## src/hdl/lbp3d_pkg.sv

```systemverilog
// Shared constants, types and arithmetic helpers for the 3D-LBP window stream.
package lbp3d_pkg;

    localparam int MAX_WIDTH   = 1024;
    localparam int MAX_HEIGHT  = 1024;
    localparam int COL_W       = $clog2(MAX_WIDTH);
    localparam int ROW_W       = $clog2(MAX_HEIGHT);
    localparam int DIM_W       = 11;
    localparam int CFG_IDX_W   = 2;
    localparam int CFG_DATA_W  = 11;
    localparam int PIX_W       = 8;
    localparam int WIN_N       = 9;
    localparam int RING_N      = 8;
    localparam int WIN_IDX_W   = 4;
    localparam int MAG_W       = 3;
    localparam int SUM_W       = 18;
    localparam int PROD_W      = 37;
    localparam int RECIP_SHIFT = 28;

    localparam logic [DIM_W-1:0]  DIM_MIN     = DIM_W'(3);
    localparam logic [DIM_W-1:0]  WIDTH_MAX   = DIM_W'(MAX_WIDTH);
    localparam logic [DIM_W-1:0]  HEIGHT_MAX  = DIM_W'(MAX_HEIGHT);
    localparam logic [DIM_W-1:0]  WIDTH_RST   = DIM_W'(640);
    localparam logic [DIM_W-1:0]  HEIGHT_RST  = DIM_W'(480);
    localparam logic [SUM_W-1:0]  WEIGHT0     = SUM_W'(299);
    localparam logic [SUM_W-1:0]  WEIGHT1     = SUM_W'(587);
    localparam logic [SUM_W-1:0]  WEIGHT2     = SUM_W'(114);
    // ceil(2^28 / 1000): exact floor division by 1000 for sums below 2^18
    localparam logic [PROD_W-1:0] RECIP_1000  = PROD_W'(268436);
    localparam logic [PIX_W-1:0]  MAG_SAT     = PIX_W'(7);

    typedef enum logic [CFG_IDX_W-1:0] {
        REG_WIDTH  = 2'd0,
        REG_HEIGHT = 2'd1
    } cfg_reg_t;

    typedef logic [WIN_N-1:0][PIX_W-1:0] window_t;

    typedef struct packed {
        logic [ROW_W-1:0] row;
        logic [COL_W-1:0] col;
    } pos_t;

    localparam logic [WIN_IDX_W-1:0] RING [RING_N] = '{
        WIN_IDX_W'(0), WIN_IDX_W'(1), WIN_IDX_W'(2), WIN_IDX_W'(5),
        WIN_IDX_W'(8), WIN_IDX_W'(7), WIN_IDX_W'(6), WIN_IDX_W'(3)
    };

    function automatic logic [DIM_W-1:0] clamp_dim(
        input logic [DIM_W-1:0] v,
        input logic [DIM_W-1:0] maxv
    );
        logic [DIM_W-1:0] r;
        if (v < DIM_MIN)
            r = DIM_MIN;
        else if (v > maxv)
            r = maxv;
        else
            r = v;
        return r;
    endfunction

    function automatic logic [SUM_W-1:0] weighted_sum(
        input logic [PIX_W-1:0] c0,
        input logic [PIX_W-1:0] c1,
        input logic [PIX_W-1:0] c2
    );
        return SUM_W'(c0) * WEIGHT0 + SUM_W'(c1) * WEIGHT1 + SUM_W'(c2) * WEIGHT2;
    endfunction

    function automatic logic [PIX_W-1:0] gray_of_sum(input logic [SUM_W-1:0] s);
        logic [PROD_W-1:0] p;
        p = PROD_W'(s) * RECIP_1000;
        return p[RECIP_SHIFT+PIX_W-1:RECIP_SHIFT];
    endfunction

endpackage

```

## src/hdl/lbp3d_code_unit.sv

```systemverilog
// Sign and magnitude-plane code generation for one 3x3 window, with output register.
module lbp3d_code_unit
    import lbp3d_pkg::*;
(
    input  logic             clk,
    input  logic             rst_n,
    input  logic             win_valid,
    output logic             win_ready,
    input  window_t          win,
    input  pos_t             center,
    output logic             out_valid,
    input  logic             out_ready,
    output logic [PIX_W-1:0] sign_code,
    output logic [PIX_W-1:0] mag_plane_hi,
    output logic [PIX_W-1:0] mag_plane_mid,
    output logic [PIX_W-1:0] mag_plane_lo,
    output logic [ROW_W-1:0] center_row,
    output logic [COL_W-1:0] center_col
);

    logic             out_valid_reg;
    logic [PIX_W-1:0] sign_reg, hi_reg, mid_reg, lo_reg;
    pos_t             center_reg;
    logic [PIX_W-1:0] sign_next, hi_next, mid_next, lo_next;
    logic             load;

    always_comb
    begin
        logic [PIX_W-1:0] nb;
        logic [PIX_W-1:0] cv;
        logic [PIX_W-1:0] diff;
        logic [MAG_W-1:0] mag;
        cv = win[4];
        sign_next = '0;
        hi_next   = '0;
        mid_next  = '0;
        lo_next   = '0;
        for (int k = 0; k < RING_N; k++)
        begin
            nb   = win[RING[k]];
            diff = (nb > cv) ? nb - cv : cv - nb;
            mag  = (diff > MAG_SAT) ? MAG_SAT[MAG_W-1:0] : diff[MAG_W-1:0];
            sign_next[RING_N-1-k] = (nb > cv);
            hi_next[RING_N-1-k]   = mag[2];
            mid_next[RING_N-1-k]  = mag[1];
            lo_next[RING_N-1-k]   = mag[0];
        end
    end

    assign win_ready = !out_valid_reg || out_ready;
    assign load      = win_valid && win_ready;

    always_ff @(posedge clk or negedge rst_n)
    begin
        if (!rst_n)
        begin
            out_valid_reg <= 1'b0;
        end
        else if (load)
        begin
            out_valid_reg <= 1'b1;
        end
        else if (out_ready)
        begin
            out_valid_reg <= 1'b0;
        end
    end

    always_ff @(posedge clk)
    begin
        if (load)
        begin
            sign_reg   <= sign_next;
            hi_reg     <= hi_next;
            mid_reg    <= mid_next;
            lo_reg     <= lo_next;
            center_reg <= center;
        end
    end

    assign out_valid     = out_valid_reg;
    assign sign_code     = sign_reg;
    assign mag_plane_hi  = hi_reg;
    assign mag_plane_mid = mid_reg;
    assign mag_plane_lo  = lo_reg;
    assign center_row    = center_reg.row;
    assign center_col    = center_reg.col;

endmodule

```

## config.mk

```make
export PLATFORM = sky130hd
export DESIGN_NAME = lbp3d_code_unit
export DESIGN_NICKNAME = d
export VERILOG_FILES = /design/src/hdl/lbp3d_pkg.sv /design/src/hdl/lbp3d_code_unit.sv
export SDC_FILE = /design/constraint.sdc
export NUM_CORES = 1
export LEC_CHECK = 0
export ABC_AREA = 1
export BUFFER_PORTS_ARGS = -buffer_cell sky130_fd_sc_hd__clkbuf_2
export CAP_MARGIN = 20
export CORE_MARGIN = 2
export CORE_UTILIZATION = 63
export CTS_CLUSTER_DIAMETER = 80
export DETAILED_ROUTE_END_ITERATION = 10
export PLACE_DENSITY = 0.89
export SLEW_MARGIN = 20
export SYNTH_ARGS = -nofsm -noshare
export SYNTH_HDL_FRONTEND = slang
export SYNTH_SLANG_ARGS = --single-unit
```

## constraint.sdc

```tcl
create_clock -name clk -period 10.7 [get_ports clk]
set_input_delay 1.605 -clock clk [delete_from_list [all_inputs] [get_ports clk]]
set_output_delay 1.605 -clock clk [all_outputs]
set_load 0.01 [all_outputs]
```

==> flow_metrics.env, run 1 <==
export IMPL_antenna_left=0
export IMPL_setup_viol=0
export IMPL_r2r_setup_slack_ps=9200
export IMPL_die_y_um=117.9
export IMPL_rr_worst_depth=2
export IMPL_seq_area_mm2=0.001587
export IMPL_pwr_density_cell_mw_per_mm2=88.57
export IMPL_yosys_area_top_type="nand2_1"
export IMPL_critPathMaxStageDelay_ps=450
export IMPL_timing_rr_start="out_valid"
export IMPL_critPathBufInv=4
export IMPL_critical_path_arrival_ps=3900
export IMPL_grtUsageTotal=0.2900
export IMPL_clockBufferDepth=2
export IMPL_num_io_pins=150
export IMPL_maxCapViolations=0
export IMPL_place_area_mm2=0.009045
export IMPL_async_flop_share=0.01887
export IMPL_ys_top_cells_by_area="nand2_1, edfxtp_1, ha_1"
export IMPL_cp_top_family="buffers and inverters"
export IMPL_fp_dieW_um=117.9
export IMPL_cts_root_buf="clkbuf_16"
export IMPL_totalWireLength_um=20090
export IMPL_dp_cells=1620
export IMPL_drcViolationCount=0
export IMPL_clk_latency_ps=310
export IMPL_wl_per_cell_um=12.34
export IMPL_fin_util=0.7258
export IMPL_synth_nets=1545
export IMPL_synth_ff_type="edfxtp_1"
export IMPL_drive_above_1_share=0.1442
export IMPL_ys_ff_latch=53
export IMPL_avgSynthCellArea_um2=6.228
export IMPL_multiInputGateArea_mm2=0.005458
export IMPL_drv_slew=0
export IMPL_timing_fmax_mhz=260.4
export IMPL_cts_htree_levels=2
export IMPL_hold_slack_ps=597.1
export IMPL_cts_sinks=53
export IMPL_synthesis_area_mm2=0.008178
export IMPL_synth_warnings=0
export IMPL_crit_path_end_kind="register"
export IMPL_dr_pass1_iters=5
export IMPL_tns_ps=0
export IMPL_grt_pass1_vias=7707
export IMPL_crit_end="mag_plane_hi[2]"
export IMPL_synth_cell_types=18
export IMPL_instances_no_fill=1628
export IMPL_io_buffers=149
export IMPL_synth_cells=1313
export IMPL_post_route_period_util=0.3589
export IMPL_synth_edf_count=52
export IMPL_vdd_drop_max_mv=0.05993
export IMPL_antenna_found_initial=0
export IMPL_layout_min_cycle_time_ps=3840
export IMPL_antenna_cells=0
export IMPL_place_hpwl_um=16010
export IMPL_critPathKind="in -> reg"
export IMPL_finalInstanceArea_mm2=0.009196
export IMPL_power_leakage_nw=5.571
export IMPL_hold_buffers=0
export IMPL_cts_made_buffers=5
export IMPL_start_util=0.6454
export IMPL_grt_max_degree=53
export IMPL_relSlewSlack=0.5601
export IMPL_fp_dieArea_mm2=0.01391
export IMPL_cp_startpoint="win[33]"
export IMPL_crit_slowest_cell="ha_1"
export IMPL_min_path_type="reg -> reg"
export IMPL_dr_total_vias=8252
export IMPL_ys_top_cells_by_count="nand2_1, inv_1, ha_1"
export IMPL_yosysMostFrequentCell="nand2_1"
export IMPL_crit_fanout=23
export IMPL_cts_clk_slew_worst_paths_ps=70
export IMPL_final_hold_viol_count=0
export IMPL_cts_resized=0
export IMPL_rows=41
export IMPL_tightest_slew_ps=659.9
export IMPL_required_ps=10760
export IMPL_cp_depth=15
export IMPL_start_kind="primary input"
export IMPL_grt_remaining_overflow=0
export IMPL_ys_seq_area_frac=0.1940
export IMPL_cts_tree="built"
export IMPL_drt_initial_drc_count=527
export IMPL_gp_congestion=0.9234
export IMPL_path_common_cell="nand2_1"
export IMPL_core_area_mm2=0.01267
export IMPL_reg2reg_to="center_row[6]"
export IMPL_postCtsSetupBuffers=0
export IMPL_outcome="finished, final reports clean"
export IMPL_synth_top_cell_area_share=0.2428
export IMPL_clock_skew_ps=9.872
export IMPL_nNetsFinal=1687
export IMPL_grt_pass1_wl_um=33480
export IMPL_syn_to_final_growth_pct=12.45
export IMPL_hp_start="out_valid"
export IMPL_cp_cell_sequence="clkbuf_2 > buf_4 > inv_1 > ha_1 > nand2_1 > inv_1 > nand2_1 > nand2_1 > nand2_1 > nand3_1 > nand2_1 > nor2_1 > nand2_1 > nand2_2 > nand2_1"
export IMPL_avgViaCountPerCell=5.069
export IMPL_fill_cells=1124
export IMPL_rsz0062_at_grt="no"
-- kinds of logic (layout without fill, tap and decap cells) --
logic type,Yosys count,after routing,synth area share
AO/OA/AOI/OAI,89,89,0.05768
buffers and inverters,289,432,0.1400
flip-flops,53,53,0.1940
adder cells (fa/ha/maj),136,136,0.2228
XOR/XNOR,16,16,0.01714
AND/OR/NAND/NOR,730,730,0.3684
-- how the worst min path moves through the flow --
stage,end,slack [ps],cells after the start
6_report,out_valid,600,2
5_1_grt,out_valid,640,2
4_1_cts,out_valid,600,2
3_5_place_dp,out_valid,580,2
3_3_place_gp,out_valid,570,2
2_1_floorplan,out_valid,610,2
-- routing by layer --
layer	up-vias	wire (um)	global-route usage
li1	4275	-	-
met1	3633	8771	0.3614
met5	-	0	0
met4	0	738	0.1152
met2	281	9460	0.5120
met3	63	1114	0.03149
-- worst min-delay path, delay by kind of cell, from the launching register on --
family	cells	cell delay (ps)
flip-flops	1	420
AND/OR/NAND/NOR	2	150
-- report_power, final --
part           switching [mW]  total (mW)  internal [mW]
Sequential            0.00317       0.245          0.242
Combinational           0.257       0.400          0.143
Clock                  0.0807       0.169         0.0885
Total                   0.341       0.815          0.473
-- layout by cell type, fill, tap and decap left out, drive strengths merged --
cell / n
clkbuf: 154
a21oi: 73
edfxtp: 52
buf: 2
xor2: 16
inv: 274
ha: 120
dfrtp: 1
clkinvlp: 2
nor2: 72
nand2: 554
o21ai: 16
fa: 16
nand3: 104
-- final cells by class --
class,instances,area share
Clock buffer,5,0.01361
Sequential cell,53,0.1725
Inverter,273,0.1114
Tap cell,172,0.02340
Multi-Input combinational cell,971,0.5935
Timing Repair Buffer,151,0.08272
Clock inverter,3,0.002857
-- metrics by stage --
step,worst slack [ps],total power [mW]
floorplan,6041,0.5444
detailed placement,6588,0.6424
global route,6630,0.8837
global placement,6607,0.6331
finish,6860,0.8146
CTS,6873,0.8104
Note: power is estimated with default switching activity, not from simulation.
==> run 2: changes to the inputs <==
--- a/config.mk
+++ b/config.mk
@@ -9,10 +9,10 @@
 export BUFFER_PORTS_ARGS = -buffer_cell sky130_fd_sc_hd__clkbuf_2
 export CAP_MARGIN = 20
 export CORE_MARGIN = 2
-export CORE_UTILIZATION = 63
+export CORE_UTILIZATION = 58
 export CTS_CLUSTER_DIAMETER = 80
 export DETAILED_ROUTE_END_ITERATION = 10
-export PLACE_DENSITY = 0.89
+export PLACE_DENSITY = 0.83
 export SLEW_MARGIN = 20
 export SYNTH_ARGS = -nofsm -noshare
 export SYNTH_HDL_FRONTEND = slang
==> constraint.sdc (replaced) <==
create_clock -name clk -period 3.65 [get_ports clk]
set_input_delay 0.5475 -clock clk [delete_from_list [all_inputs] [get_ports clk]]
set_output_delay 0.5475 -clock clk [all_outputs]
set_load 0.01 [all_outputs]
==> run 2 against run 1 <==
  * Count of clock-buffer cells in the layout grew 1
  * Power grew to 3.0 times the previous value
  * Non-clock buffer count grew 5
  * Critical path depth is the same
  * Worst hold slack lost 580 ps
  * Clock skew shrank 3.5 ps
  * Largest cell class unchanged
==> flow_metrics.env, run 2 (synthesized netlist as in run 1, its figures left out) <==
export IMPL_outcome="finished, final reports clean"
export IMPL_dr_pass1_iters=5
export IMPL_vdd_drop_max_mv=0.2109
export IMPL_min_path_type="in -> async"
export IMPL_antenna_cells=0
export IMPL_power_leakage_nw=5.609
export IMPL_cts_htree_levels=2
export IMPL_clock_skew_ps=6.371
export IMPL_gp_congestion=0.9012
export IMPL_seqPwrFrac=0.295
export IMPL_cts_made_buffers=5
export IMPL_die_y_um=122.7
export IMPL_net_switching_power_mw=0.9763
export IMPL_cts_clk_slew_worst_paths_ps=70
export IMPL_clockBufferDepth=2
export IMPL_instances_no_fill=1641
export IMPL_cts_tree="built"
export IMPL_grt_max_degree=53
export IMPL_maxCapViolations=0
export IMPL_rows=43
export IMPL_required_ps=3690
export IMPL_num_io_pins=150
export IMPL_crit_path_end_kind="register"
export IMPL_hold_buffers=0
export IMPL_drv_slew=0
export IMPL_layout_commonest_cell="nand2_1"
export IMPL_grt_pass1_vias=7493
export IMPL_fill_cells=1281
export IMPL_internal_power_mw=1.458
export IMPL_critPathMaxStageDelay_ps=470
export IMPL_path_common_cell="nand2_1"
export IMPL_hold_slack_ps=15.02
export IMPL_timing_fmax_mhz=366.6
export IMPL_core_area_mm2=0.01383
export IMPL_nNetsFinal=1692
export IMPL_clk_latency_ps=300
export IMPL_clkPwrFrac=0.225
export IMPL_tightest_slew_ps=680.5
export IMPL_grtUsageTotal=0.2663
export IMPL_critPathKind="in -> reg"
export IMPL_post_route_period_util=0.7473
export IMPL_dp_cells=1633
export IMPL_tns_ps=0
export IMPL_antenna_left=0
export IMPL_final_cell_mix="nand2_1, inv_1, clkbuf_2, ha_1, nand3_1"
export IMPL_fp_dieArea_mm2=0.01507
export IMPL_critPathBufInv=3
export IMPL_crit_slowest_cell="inv_1"
export IMPL_avgViaCountPerCell=4.937
export IMPL_syn_to_final_growth_pct=13.23
export IMPL_cts_sinks=53
export IMPL_switching_share=0.4011
export IMPL_cts_resized=0
export IMPL_grt_pass1_wl_um=32270
export IMPL_place_hpwl_um=16240
export IMPL_relSlewSlack=0.5463
export IMPL_drt_initial_drc_count=520
export IMPL_drive_above_1_share=0.1465
export IMPL_start_kind="primary input"
export IMPL_cp_cell_sequence="clkbuf_2 > inv_1 > ha_1 > inv_1 > fa_1 > nand3_1 > nand2_1 > nand2_1 > nand2_1 > nand2_1 > nand2_1 > nor2_1 > nand2_1 > nand2_2 > nand2_1"
export IMPL_critical_path_arrival_ps=2770
export IMPL_setup_ws_ps=922.5
export IMPL_layout_min_cycle_time_ps=2728
export IMPL_p_comb_frac=0.480
export IMPL_dr_total_vias=8101
export IMPL_post_place_ws_ps=646.1
export IMPL_io_buffers=149
export IMPL_setup_viol=0
export IMPL_fp_dieW_um=122.7
export IMPL_crit_fanout=9
export IMPL_antenna_found_initial=0
export IMPL_drcViolationCount=0
export IMPL_pwr_density_cell_mw_per_mm2=262.9
export IMPL_wl_per_cell_um=12.14
export IMPL_final_hold_viol_count=0
export IMPL_totalWireLength_um=19910
export IMPL_rsz0062_at_grt="no"
export IMPL_start_util=0.5914
export IMPL_cp_top_family="buffers and inverters"
export IMPL_postCtsSetupBuffers=0
export IMPL_grt_remaining_overflow=0
export IMPL_cts_root_buf="clkbuf_16"
[run 2: cell count changes in the layout (fill, tap and decap cells not counted), sizes merged]
cell	previous run	this run
clkinv	0	1
clkinvlp	2	0
clkbuf	154	155
buf	2	7
bufinv	0	1
inv	274	273
[run 2: layout make-up]
type,instances,area [um^2],share of cell area
tap,180,225.2,0.02432
clock buffer,6,128.9,0.01392
multi-input combinational,971,5458,0.5894
inverter,273,1025,0.1107
timing repair buffer,156,798.3,0.08620
sequential,53,1587,0.1713
clock inverter,2,38.79,0.004189
[run 2: metrics by stage]
stage	utilization	total power [mW]	cell area (um^2)
finish	0.6697	2.434	9260
global route	0.6697	2.641	9260
CTS	0.6697	2.437	9260
detailed placement	0.6576	1.888	9092
global placement	0.6576	1.855	9092
floorplan	-	1.596	8178
[run 2: power groups by stage]
stage / Combinational, mW / Clock (mW) / Sequential (mW)
floorplan: 0.845 / 0 / 0.751
global placement: 1.12 / 0 / 0.732
detailed placement: 1.15 / 0 / 0.733
CTS: 1.16 / 0.556 / 0.720
global route: 1.34 / 0.575 / 0.722
finish: 1.17 / 0.547 / 0.719
[run 2: final timing paths]
| check | from | end | slack, ps | cells after the start |
|---|---|---|---|---|
| setup / recovery | win[32] | mag_plane_mid[6] | 920 | 15 |
| hold / removal | rst_n | out_valid | 20 | 1 |
| setup reg to reg | out_valid | mag_plane_hi[1] | 2110 | 2 |
| hold reg to reg | out_valid | out_valid | 590 | 2 |
| max in group asynchronous | rst_n | out_valid | 3550 | 1 |
| min in group clk | center[19] | center_row[9] | 430 | 1 |
[run 2: per-layer routing]
metal | vias to the layer above | global-route usage | part of all wire
met2 | 251 | 0.4793 | 0.47
met3 | 55 | 0.01998 | 0.056
met1 | 3517 | 0.3262 | 0.44
li1 | 4278 | - | -
met5 | - | 0 | 0
met4 | 0 | 0.1106 | 0.039
[run 2: worst reg2reg max path, delay by kind of cell (launching register included)]
family | cells | cell delay (ps)
compound gates | 1 | 160
flops | 1 | 420
buf+inv | 1 | 570
==> run 3: changes to the inputs <==
--- a/config.mk
+++ b/config.mk
@@ -9,10 +9,10 @@
 export BUFFER_PORTS_ARGS = -buffer_cell sky130_fd_sc_hd__clkbuf_2
 export CAP_MARGIN = 20
 export CORE_MARGIN = 2
-export CORE_UTILIZATION = 58
+export CORE_UTILIZATION = 53
 export CTS_CLUSTER_DIAMETER = 80
 export DETAILED_ROUTE_END_ITERATION = 10
-export PLACE_DENSITY = 0.83
+export PLACE_DENSITY = 0.8
 export SLEW_MARGIN = 20
 export SYNTH_ARGS = -nofsm -noshare
 export SYNTH_HDL_FRONTEND = slang
==> constraint.sdc (replaced) <==
create_clock -name clk -period 2.5 [get_ports clk]
set_input_delay 0.375 -clock clk [delete_from_list [all_inputs] [get_ports clk]]
set_output_delay 0.375 -clock clk [all_outputs]
set_load 0.01 [all_outputs]
==> run 3 against run 2 <==
  * Global-route usage down 0.99 points
  * Sequential share of layout area down 0.35 points
  * Clock power up 68%
  * Critical endpoint is now mag_plane_mid[2]
  * Flip-flop and latch count unchanged
  * Die area up 9.1%
  * Power up 53%
  * Largest cell class unchanged
  * Register-to-register slack worse by 830 ps
  * First-iteration DRC count up 14%
  * Cell area up 2.1%
==> flow_metrics.env, run 3 (synthesized netlist as in run 1, its figures left out) <==
export IMPL_outcome="finished, final reports clean"
export IMPL_antenna_cells=0
export IMPL_antenna_found_initial=0
export IMPL_tns_ps=0
export IMPL_grt_pass1_vias=7420
export IMPL_grtUsageTotal=0.2564
export IMPL_layout_min_cycle_time_ps=2216
export IMPL_crit_path_end_kind="register"
export IMPL_core_area_mm2=0.01515
export IMPL_timing_fmax_mhz=451.2
export IMPL_r2r_setup_slack_ps=1280
export IMPL_fill_cells=1451
export IMPL_final_cell_mix="nand2_1, inv_1, clkbuf_2, ha_1, nand3_1"
export IMPL_power_leakage_nw=5.706
export IMPL_tightest_slew_ps=472.5
export IMPL_cts_tree="built"
export IMPL_vdd_drop_max_mv=0.2982
export IMPL_critical_path_arrival_ps=2270
export IMPL_clockBufferDepth=2
export IMPL_path_common_cell="nand2_1"
export IMPL_dr_pass1_iters=5
export IMPL_nNetsFinal=1706
export IMPL_relSlewSlack=0.6846
export IMPL_place_hpwl_um=17530
export IMPL_clock_skew_ps=9.864
export IMPL_cts_sinks=53
export IMPL_fp_dieW_um=128.2
export IMPL_gp_congestion=1.016
export IMPL_io_buffers=149
export IMPL_critPathMaxStageDelay_ps=400
export IMPL_rows=45
export IMPL_clk_latency_ps=300
export IMPL_cts_clk_slew_worst_paths_ps=80
export IMPL_grt_remaining_overflow=0
export IMPL_post_route_period_util=0.8864
export IMPL_grt_pass1_wl_um=33730
export IMPL_rsz0062_at_grt="no"
export IMPL_multiInputGateArea_mm2=0.005458
export IMPL_finalInstanceArea_mm2=0.009454
export IMPL_place_area_mm2=0.009250
export IMPL_cp_top_family="simple AND/OR/NAND/NOR gates"
export IMPL_crit_slowest_cell="fa_1"
export IMPL_avgViaCountPerCell=4.927
export IMPL_critPathKind="in -> reg"
export IMPL_layout_commonest_cell="nand2_1"
export IMPL_required_ps=2550
export IMPL_cp_cell_sequence="clkbuf_2 > buf_4 > ha_1 > fa_1 > inv_1 > nand3_1 > nand2_1 > nand2_1 > a21oi_2 > nand2_1 > nor2_1 > nand2_1 > nand2_2 > nand2_1"
export IMPL_fp_dieArea_mm2=0.01644
export IMPL_die_y_um=128.2
export IMPL_wl_per_cell_um=12.65
export IMPL_syn_to_final_growth_pct=15.61
export IMPL_cts_root_buf="clkbuf_16"
export IMPL_drt_initial_drc_count=594
export IMPL_drive_above_1_share=0.1546
export IMPL_totalWireLength_um=21050
export IMPL_min_path_type="in -> reg"
export IMPL_power_mw=3.722
export IMPL_drcViolationCount=0
export IMPL_maxCapViolations=0
export IMPL_grt_max_degree=53
export IMPL_antenna_left=0
export IMPL_drv_slew=0
export IMPL_cts_made_buffers=5
export IMPL_start_kind="primary input"
export IMPL_start_util=0.5399
export IMPL_dr_total_vias=8194
export IMPL_cts_htree_levels=2
export IMPL_critPathBufInv=3
export IMPL_final_hold_viol_count=0
export IMPL_num_io_pins=150
export IMPL_setup_viol=0
export IMPL_seq_area_mm2=0.001587
export IMPL_crit_fanout=4
export IMPL_pwr_density_cell_mw_per_mm2=393.7
==> run 3: path summary, 6_finish.rpt <==
kind,depth (start not counted),startpoint,endpoint
worst max-delay path,14,win[32],mag_plane_mid[2]
min in group asynchronous,2,rst_n,out_valid
worst min register to register,2,out_valid,out_valid
max in group asynchronous,2,rst_n,out_valid
worst min-delay path,1,center[18],center_row[8]
worst max register to register,2,out_valid,mag_plane_hi[2]
==> run 3: where the power goes <==
| part | switching [mW] | internal (mW) |
|---|---|---|
| combinational | 1.11 | 0.642 |
| clock | 0.340 | 0.578 |
| sequential | 0.0151 | 1.04 |
| total | 1.47 | 2.26 |
==> run 3: final cells by class <==
cell class	instances	area share
clock inverter	3	0.007279
timing repair buffer	170	0.1011
tap	188	0.02488
clock buffer	5	0.01323
multi-input combinational	971	0.5773
sequential	53	0.1678
inverter	273	0.1084
==> run 3: routing by layer <==
layer | vias to the layer above | wire (um) | track usage
met4 | 0 | 469 | 0.06981
li1 | 4306 | - | -
met5 | - | 0 | 0
met3 | 34 | 1327 | 0.02755
met1 | 3585 | 9711 | 0.3461
met2 | 269 | 9537 | 0.4362
==> run 3: per-stage QoR <==
step	worst slack, ps	instances	hold WS [ps]	utilization
finish	283.9	1663	247.7	0.6242
global placement	-17.60	1654	150.2	0.6107
floorplan	126.8	1313	79.41	-
CTS	290.0	1663	243.7	0.6242
detailed placement	-29.34	1654	151.2	0.6107
global route	49.10	1663	248.6	0.6242
==> run 3: what timing repair did <==
action	4_1_cts	5_1_grt
setup buffers	0	0
endpoints found under the hold margin	1	0
setup endpoints to repair	0	0
hold buffers	1	0
gates resized for setup	0	0
